==> src/gcs_ram.sv <==
// ----------------------------------------------------------------------------
// gcs_ram
// Simple dual-port RAM, one write and one registered read per cycle.
// ----------------------------------------------------------------------------
module gcs_ram #(
    parameter int WIDTH = 64,
    parameter int DEPTH = 64
) (
    input  logic                     clk,
    input  logic                     wr_en,
    input  logic [$clog2(DEPTH)-1:0] wr_addr,
    input  logic [WIDTH-1:0]         wr_data,
    input  logic [$clog2(DEPTH)-1:0] rd_addr,
    output logic [WIDTH-1:0]         rd_data
);

    logic [WIDTH-1:0] mem [DEPTH];

    always_ff @(posedge clk)
    begin
        if (wr_en)
        begin
            mem[wr_addr] <= wr_data;
        end
        rd_data <= mem[rd_addr];
    end

endmodule

==> config.mk <==
export PLATFORM = sky130hd
export DESIGN_NAME = gcs_ram
export DESIGN_NICKNAME = d
export VERILOG_FILES = /design/src/gcs_ram.sv
export SDC_FILE = /design/constraint.sdc
export NUM_CORES = 2
export LEC_CHECK = 0
export BUFFER_PORTS_ARGS = -buffer_cell sky130_fd_sc_hd__buf_2
export CAP_MARGIN = 20
export CORE_UTILIZATION = 40
export CTS_BUF_LIST = sky130_fd_sc_hd__clkbuf_4 sky130_fd_sc_hd__clkbuf_8 sky130_fd_sc_hd__clkbuf_16
export DETAILED_ROUTE_END_ITERATION = 7
export PLACE_DENSITY_LB_ADDON = 0.25
export SYNTH_ARGS = -nofsm -noshare
export SYNTH_HDL_FRONTEND = slang
export SYNTH_SLANG_ARGS = --single-unit
==> constraint.sdc <==
create_clock -name clk -period 9.4 [get_ports clk]
set_clock_uncertainty 0.2 [all_clocks]
set_input_delay 0.47 -clock clk [delete_from_list [all_inputs] [get_ports clk]]
set_output_delay 0.47 -clock clk [all_outputs]
set_load 0.02 [all_outputs]
==> impl_metrics.csv <==
group,metric,value,unit
pwr,ir_drop,0.181,mV
clocking,postCtsSetupBuffers,0,
timing,final.min_clock_period,3.93,ns
synthesis,netlist_instances,6598,
cells_and_area,finalNetCount,7152,
placed_design,hpwlAfterDp,232000,um
timing,grt_setup_unrepaired,"false",
floorplanning,core,389000,sq um
floorplanning,start_util,40.2,%
drt,wirelength,443000,um
floorplanning,fp.dieW,627,um
floorplanning,num_io_pins,142,
global_route,grt_max_degree,111,
setup_path,r2r_start,"mem[8][34]",
global_route,grt_pass1_vias,75893,
setup_path,timing.reg2reg.setup_slack,7.00,ns
setup_path,crit_start,"rd_addr[2]",
cells_and_area,multi_input_area,30800,sq um
drt,antenna_left,0,
status,outcome,"finished with violations",
synthesis,ys_types,33,
timing,fmax,255,MHz
drt,drtIter0Drc,9899,
drt,dr_total_vias,75179,
drt,first_pass_iters,8,
hold_path,hold_start,"wr_data[38]",
setup_path,path_cells,"buf_8 -> buf_4 -> buf_12 -> buf_4 -> mux4_2 -> or3_1 -> a41oi_1 -> a211oi_1",
floorplanning,rows,229,
timing,final.setup.tns,0,ns
floorplanning,dieArea,393000,sq um
synthesis,synth-compound-area-share,2.48,%
clocking,clkTransAtPathRegs,0.06,ns
status,violations,"DRC",
cells_and_area,drive_gt1_share,29.7,%
pwr,power_density,220,nW/um^2
setup_path,crit_fanout,110,
setup_path,critPathMostFrequentCell,"buf_4",
placed_design,port_buffers,141,
clocking,cts-root-buf,"clkbuf_16",
synthesis,syn-cell-area,156000,sq um
drt,vias_per_cell,5.94,
setup_path,r2r-end,"rd_data[34]",
setup_path,required,10.01,ns
setup_path,arrival,4.54,ns
synthesis,ys_seq_area_share,79.5,%
synthesis,avgSynthCellArea,23.7,sq um
setup_path,worst_r2r_path_depth,5,
clocking,clk_latency,0.97,ns
synthesis,synth_xor_xnor_area_share,0,%
setup_path,worst_path_max_delay_cell,"buf_4",
timing,hold_ws,0.0541,ns
clocking,htree_num_levels,5,
global_route,grt_usage,22.4,%
clocking,cts.repair.resized,0,
clocking,cts_made_buffers,420,
setup_path,critical_path_class,"input pin to flip-flop",
hold_path,holdPathStages,1,
hold_path,hold_end,"mem[21][38]",
placed_design,place.gp.congestion,0.795,
pwr,total_power,39.4,mW
synthesis,synth_fp_nets,6676,
timing,finalCritPeriodShare,41.8,%
timing,hold_viol,0,
timing,setup_viol,0,
global_route,grt_overflow,0,
setup_path,crit_path_end_kind,"flip-flop",
clocking,cts_buffer_depth,4,
timing,drv_slew,0,
clocking,cts.sinks,4160,
setup_path,crit_path_start_kind,"input pin",
hold_path,min_path_type,"input pin to flip-flop",
synthesis,synth_top_family_by_area,"multiplexers",
global_route,antenna_found_initial,42,
synthesis,synthMuxAreaShare,15.6,%
cells_and_area,n_fill_cell,32190,
cells_and_area,syn_to_final_growth,14.7,%
global_route,grt_pass1_wl,613000,um
cells_and_area,seq_area,124000,sq um
synthesis,ys_ff_latch,4160,
clocking,postCtsHoldBufs,26,
pwr,p_leak,55.8,nW
synthesis,yosys.area_share.adder,0,%
clocking,cts_tree,"built",
timing,slew_headroom,19.9,%
synthesis,synthSimpleGateAreaFrac,1.24,%
timing,tightest_slew,1.20,ns
synthesis,synth_warnings,0,
drt,route.detailed.drc,10,
floorplanning,die_y,627,um
run,maxCapViolCount,0,
drt,wire_per_inst,35.0,um
setup_path,max_stage_delay,0.74,ns
-- critical path, delay by kind of cell --
kind            cells  cell delay (ns)
mux                 1             0.40
buf+inv             4             2.41
simple gates        1             0.33
compound gates      2             0.53
-- state kept, by name, summed over array words and instances, names as in the netlist --
name and flops:
rd_data 64, mem 4096
-- how the worst max path moves through the flow --
stage	end	slack [ns]	cells past startpoint
after floorplan	mem[48][0]	3.29	4
after global placement	rd_data[58]	4.65	8
after detailed placement	rd_data[58]	4.61	8
after CTS	rd_data[58]	5.67	8
after global routing	rd_data[58]	5.51	8
final	rd_data[58]	5.47	8
-- routing by layer --
metal / vias to the layer above / share of wire, % / GRT usage [%]
met4: 8 / 2.7 / 5.85
met2: 3426 / 49 / 36.7
met1: 41559 / 41 / 31.5
met5: - / 0.012 / 0
met3: 648 / 7.8 / 3.37
li1: 29538 / - / -
-- through the flow --
step	cells	area, sq um	worst slack (ns)	util (%)
final	12650	179000	5.47	46.1
after detailed placement	11772	164000	4.61	42.2
after floorplan	6598	156000	3.29	-
after CTS	12581	178000	5.67	45.9
after global routing	12635	179000	5.51	46.1
after global placement	11770	164000	4.65	42.2
-- synthesized netlist by cell type, drive strengths merged --
library cell	n	area, sq um
edfxtp	4096	123000
mux4	1024	23100
buf	230	1250
a22oi	168	1260
clkbuf	140	526
mux2i	135	1350
nor2	112	420
a22o	88	771
o22ai	83	519
and3	64	400
dfxtp	64	1280
a211oi	63	473
nand2	58	218
nand3	45	225
o221ai	38	333
or3	29	181
nor2b	28	175
or2	28	175
a41oi	26	228
a2bb2oi	19	166
inv	19	71.3
a31oi	18	113
nand2b	11	68.8
and2	3	18.8
nand3b	2	15.0
nand4	2	12.5
nor3	2	10.0
a31o	1	8.76
nand4b	1	8.76
or3b	1	8.76
-- final cells by class --
cell class	instances	area share, %
Sequential cell	4160	69.3
Multi-Input combinational cell	2049	17.2
Clock buffer	560	6.56
Tap cell	5197	3.63
Timing Repair Buffer	424	2.01
Clock inverter	223	1.26
Inverter	19	0.0398
Antenna cell	18	0.0251
-- kinds of logic after synthesis --
kind of cell	count (synthesis)
AOI/OAI and AO/OA	504
buffers and inverters	389
DFF	4160
muxes	1159
and+or+nand+nor	386
-- where the power goes --
part | switching, mW | internal, mW | leakage, nW
Combinational | 1.17 | 0.667 | 11.4
Clock | 7.08 | 9.84 | 7.04
Sequential | 0.0863 | 20.5 | 37.4
Total | 8.34 | 31.0 | 55.8
-- placed cells by master (no fill, tap or decap), types with 64 or more instances in the layout --
| cell | instances |
|---|---|
| clkinv_1 | 79 |
| buf_2 | 138 |
| clkbuf_16 | 425 |
| buf_4 | 185 |
| a22oi_1 | 168 |
| nor2_4 | 65 |
| clkinv_2 | 74 |
| and3_1 | 64 |
| edfxtp_1 | 4096 |
| mux4_2 | 1024 |
| o22ai_1 | 83 |
| clkbuf_4 | 116 |
| mux2i_1 | 135 |
| dfxtp_1 | 64 |
| a22o_1 | 88 |
Note: power is estimated with default switching activity, not from simulation.
