File: src/gcs_pkg.sv
// ----------------------------------------------------------------------------
// gcs_pkg
// Shared types and constants of the binary grid smoothing block.
// ----------------------------------------------------------------------------
package gcs_pkg;

    localparam int MAX_WIDTH  = 64;
    localparam int MAX_HEIGHT = 64;
    localparam int COL_W      = $clog2(MAX_WIDTH);
    localparam int ROW_W      = $clog2(MAX_HEIGHT);
    localparam int SIZE_W     = 7;
    localparam int PASS_W     = 10;
    localparam int CFG_IDX_W  = 1;
    localparam int IN_DATA_W  = 32;
    localparam int OUT_DATA_W = 8;
    localparam int LIVE_MIN   = 4;

    typedef enum logic [1:0] {
        REQ_WRITE  = 2'd0,
        REQ_READ   = 2'd1,
        REQ_SMOOTH = 2'd2,
        REQ_CLEAR  = 2'd3
    } req_t;

    typedef enum logic [CFG_IDX_W-1:0] {
        CFG_GRID_WIDTH  = 1'b0,
        CFG_GRID_HEIGHT = 1'b1
    } cfg_idx_t;

    typedef enum logic [3:0] {
        ST_IDLE,
        ST_ACC_RD,
        ST_ACC,
        ST_P_START,
        ST_P_LOAD0,
        ST_P_RD,
        ST_P_CAP,
        ST_P_CALC,
        ST_OUT
    } state_t;

    typedef struct packed {
        logic [MAX_WIDTH-1:0] above;
        logic [MAX_WIDTH-1:0] centre;
        logic [MAX_WIDTH-1:0] below;
        logic [MAX_WIDTH-1:0] col_mask;
    } row_win_t;

    typedef struct packed {
        logic [MAX_WIDTH-1:0] new_row;
        logic                 changed;
    } row_res_t;

endpackage

File: src/gcs_row_unit.sv
// ----------------------------------------------------------------------------
// gcs_row_unit
// Applies the 4-5 rule to one grid row from a three-row window.
// ----------------------------------------------------------------------------
module gcs_row_unit
    import gcs_pkg::*;
(
    input  row_win_t win,
    output row_res_t res
);

    logic [MAX_WIDTH+1:0] a_ext, c_ext, b_ext;
    logic [MAX_WIDTH-1:0] rule_row;

    assign a_ext = {1'b0, win.above  & win.col_mask, 1'b0};
    assign c_ext = {1'b0, win.centre & win.col_mask, 1'b0};
    assign b_ext = {1'b0, win.below  & win.col_mask, 1'b0};

    always_comb
    begin
        for (int c = 0; c < MAX_WIDTH; c++)
        begin
            logic [3:0] n;
            n = 4'(a_ext[c]) + 4'(a_ext[c+1]) + 4'(a_ext[c+2])
              + 4'(c_ext[c]) + 4'(c_ext[c+2])
              + 4'(b_ext[c]) + 4'(b_ext[c+1]) + 4'(b_ext[c+2]);
            if (win.centre[c])
            begin
                rule_row[c] = (n >= 4'(LIVE_MIN));
            end
            else
            begin
                rule_row[c] = (n > 4'(LIVE_MIN));
            end
        end
    end

    assign res.new_row = (rule_row & win.col_mask) | (win.centre & ~win.col_mask);
    assign res.changed = |((rule_row ^ win.centre) & win.col_mask);

endmodule
File: config.mk
export PLATFORM = sky130hd
export DESIGN_NAME = gcs_row_unit
export DESIGN_NICKNAME = d
export VERILOG_FILES = /design/src/gcs_pkg.sv /design/src/gcs_row_unit.sv
export SDC_FILE = /design/constraint.sdc
export NUM_CORES = 1
export LEC_CHECK = 0
export BUFFER_PORTS_ARGS = -buffer_cell sky130_fd_sc_hd__buf_2
export CORE_MARGIN = 1
export CORE_UTILIZATION = 45
export DETAILED_ROUTE_END_ITERATION = 12
export GPL_ROUTABILITY_DRIVEN = 0
export PLACE_DENSITY = 0.81
export SYNTH_ARGS = -nofsm -noshare
export SYNTH_HDL_FRONTEND = slang
export SYNTH_SLANG_ARGS = --single-unit
File: constraint.sdc
create_clock -name vclk -period 6.85
set_input_delay 1.37 -clock vclk [all_inputs]
set_output_delay 1.37 -clock vclk [all_outputs]
set_load 0.05 [all_outputs]
==> impl_metrics.py <==
metrics = {
    "outcome": {
        "status": "complete, but fails checks",
        "violations": "setup timing",
    },
    "cells_and_area": {
        "postLayoutCoreUtil": 0.643,
        "nClkBuffers": 0,
        "nets": 3207,
        "drive_gt1_frac": 0.332,
        "final_cell_count_no_fill": 2915,
        "n_sequential_cell": 0,
        "fin_area_mm2": 0.0199,
        "regArea_um2": 0,
        "fillers": 2497,
        "area_growth_pct": 39.0,
    },
    "worst_setup_path": {
        "setup.worst_path.start": "win[38]",
        "crit_chain": "buf_2 > and2_1 > inv_1 > fa_1 > fa_1 > fa_1 > inv_1 > ha_1 > fa_2 > nor2_1 > nor3_1 > or4_1 > nor4_2 > nand4_1 > nor4_2 > nand4_1 > buf_6",
        "start_kind": "input pin",
        "cp.arrival_ps": 5890,
        "cpMostUsedCell": "fa_1",
        "cp.buffers_inverters": 4,
        "path_max_fanout": 2,
        "path_delay_family": "adder cells",
        "worstSetupEndpointType": "output port",
        "critical_path_class": "input pin to output port",
        "cp.depth": 17,
        "cp_slowest_cell": "fa_1",
        "worst_ep_required_time_ps": 5480,
        "slowest_delay_ps": 580,
    },
    "route": {
        "vias": 16355,
        "drt_pre_antenna_iters": 6,
        "finalWirelength_um": 55300,
        "viasPerCell": 5.61,
        "drt-initial-drc-count": 1339,
        "drc": 0,
        "ant_nets": 0,
        "post_drt_wl_per_cell_um": 19.0,
    },
    "power": {
        "p_total_mw": 2.63,
        "power_frac_clock": 0,
        "p_leak_nw": 10.9,
        "net-switching-power_mw": 1.52,
        "combPwrFrac": 1.000,
        "peakVddDrop_uv": 77.5,
        "pwr-share-seq": 0,
        "netSwitchingFraction": 0.578,
        "internal-power_mw": 1.11,
        "p_per_area_mw_per_mm2": 132,
    },
    "placed_design": {
        "dpl.hpwl_um": 49600,
        "port_buffers": 321,
        "dpl_cell_area_mm2": 0.0194,
        "place_ws_ps": -609,
        "place_inst": 2898,
    },
    "die": {
        "core_mm2": 0.0310,
        "die_x_um": 181,
        "die_h_um": 181,
        "ios": 321,
        "initial_core_util": 0.463,
        "row_count": 64,
        "die_area_mm2": 0.0326,
    },
    "logic_synthesis": {
        "syn-num-nets": 2482,
        "synth_compound_area_frac": 0.138,
        "synthMuxAreaShare": 0.000698,
        "yosys_warnings": 0,
        "syn_inst": 1786,
        "synth_fa_ha_area_frac": 0.514,
        "synth_xor_area_frac": 0.0390,
        "synth_area_per_cell_um2": 8.03,
        "synth-simple-area-share": 0.220,
        "synth_seq_area_share": 0,
        "synth_top_family_by_area": "adder cells",
        "synth.cell_area_mm2": 0.0143,
        "synth_cell_types": 56,
    },
    "min_path": {
        "min_path_cells": 3,
        "min_to": "res[1]",
        "worstHoldStart": "win[0]",
        "hold_path.class": "input pin to output port",
    },
    "sta": {
        "hold_violations": 0,
        "tightest_slew_ps": 1190,
        "finalMaxSlewViolations": 0,
        "fin_crit_ps": 7260,
        "post-route-period-util": 1.06,
        "hold_slack_ps": 3130,
        "relSlewSlack": 0.198,
        "setup_viol": 1,
        "setup-tns-final_ps": -413,
        "timing.fmax_mhz": 138,
        "setup_ws_ps": -413,
        "rsz0062_at_grt": "yes",
    },
    "global_routing": {
        "grt_usage": 0.334,
        "grt_pass1_wl_um": 85300,
        "antenna_found_initial": 11,
        "grt_pass1_vias": 16817,
        "grt_max_degree": 8,
        "gr-total-overflow": 0,
    },
    "cts": {
        "ctsHoldBuffers": 0,
    },
    "job": {
        "maxCapViolations": 0,
    },
}
==> layout by cell type, fill, tap and decap left out, types with 7 or more instances in the layout <==
| cell | instances |
|---|---|
| nor4_2 | 10 |
| nand3_1 | 70 |
| nand2b_1 | 27 |
| nor2_2 | 10 |
| a31oi_1 | 15 |
| nor3_1 | 32 |
| fa_2 | 13 |
| nor2b_1 | 19 |
| inv_2 | 14 |
| ha_1 | 183 |
| o21ai_0 | 60 |
| a211o_1 | 11 |
| and2_1 | 49 |
| a21o_1 | 37 |
| xnor2_1 | 43 |
| xnor2_2 | 7 |
| nor2_1 | 59 |
| nand2_1 | 205 |
| and2_4 | 15 |
| nand4b_1 | 13 |
| nand4_1 | 27 |
| nor4b_1 | 25 |
| a21oi_1 | 150 |
| o22ai_1 | 13 |
| xor2_1 | 12 |
| inv_1 | 321 |
| buf_4 | 403 |
| or2_2 | 7 |
| o211ai_1 | 9 |
| nor4_1 | 7 |
| fa_1 | 236 |
| buf_2 | 318 |
| diode_2 | 10 |
==> cell families after synthesis <==
group,Yosys count
simple gates,613
xor+xnor,63
fa+ha+maj,440
compound gates,331
buf+inv,338
mux,1
==> tightest hold or removal path, delay by kind of cell <==
kind | cells | cell delay (ps)
buf+inv | 2 | 320
compound gates | 1 | 60
==> area by class of cell <==
class | count | area [um2] | share of cell area
multi-input combinational | 1448 | 13500 | 0.676
timing repair buffer | 726 | 4670 | 0.235
inverter | 335 | 1260 | 0.0631
tap | 396 | 495 | 0.0249
antenna | 10 | 25.0 | 0.00126
==> worst max path at each step <==
stage / end / slack, ps
floorplan: res[0] / 9
global placement: res[0] / -580
detailed placement: res[0] / -610
CTS: res[0] / -280
global route: res[0] / -550
finish: res[0] / -410
==> repair_timing <==
item                       in CTS  in global routing
setup buffers                   6                  2
pin swaps                      36                 33
gates resized for setup        63                 46
setup endpoints to repair       1                  1
==> power groups by stage <==
stage	registers, mW	logic, mW	clock network [mW]
after floorplan	0	1.59	0
after detailed placement	0	2.46	0
after global routing	0	2.89	0.000000156
final	0	2.63	0.000000195
after CTS	0	2.53	0
after global placement	0	2.32	0
==> synthesized netlist by cell type (9+ instances only) <==
cell / instances / area (um2)
a211o_1: 11 / 96.3
a21o_1: 37 / 278
a21oi_1: 150 / 751
a31oi_1: 16 / 100
and2_1: 65 / 407
fa_1: 249 / 4980
ha_1: 191 / 2390
inv_1: 335 / 1260
nand2_1: 208 / 781
nand2b_1: 27 / 169
nand3_1: 70 / 350
nand4_1: 27 / 169
nand4b_1: 13 / 114
nor2_1: 72 / 270
nor2b_1: 19 / 119
nor3_1: 35 / 175
nor4_1: 17 / 106
nor4b_1: 26 / 228
o211ai_1: 9 / 67.6
o21ai_0: 60 / 300
o22ai_1: 13 / 81.3
xnor2_1: 50 / 438
xor2_1: 12 / 105
==> metal layers <==
metal / part of all wire / wire, um / global-route usage / up-vias
met5: 0.00040 / 22 / 0 / -
met4: 0.067 / 3730 / 0.190 / 4
met3: 0.090 / 4970 / 0.0530 / 198
met2: 0.47 / 26100 / 0.576 / 897
met1: 0.37 / 20500 / 0.397 / 7803
li1: - / - / - / 7453
No activity file was read; power rests on OpenSTA's default activity.
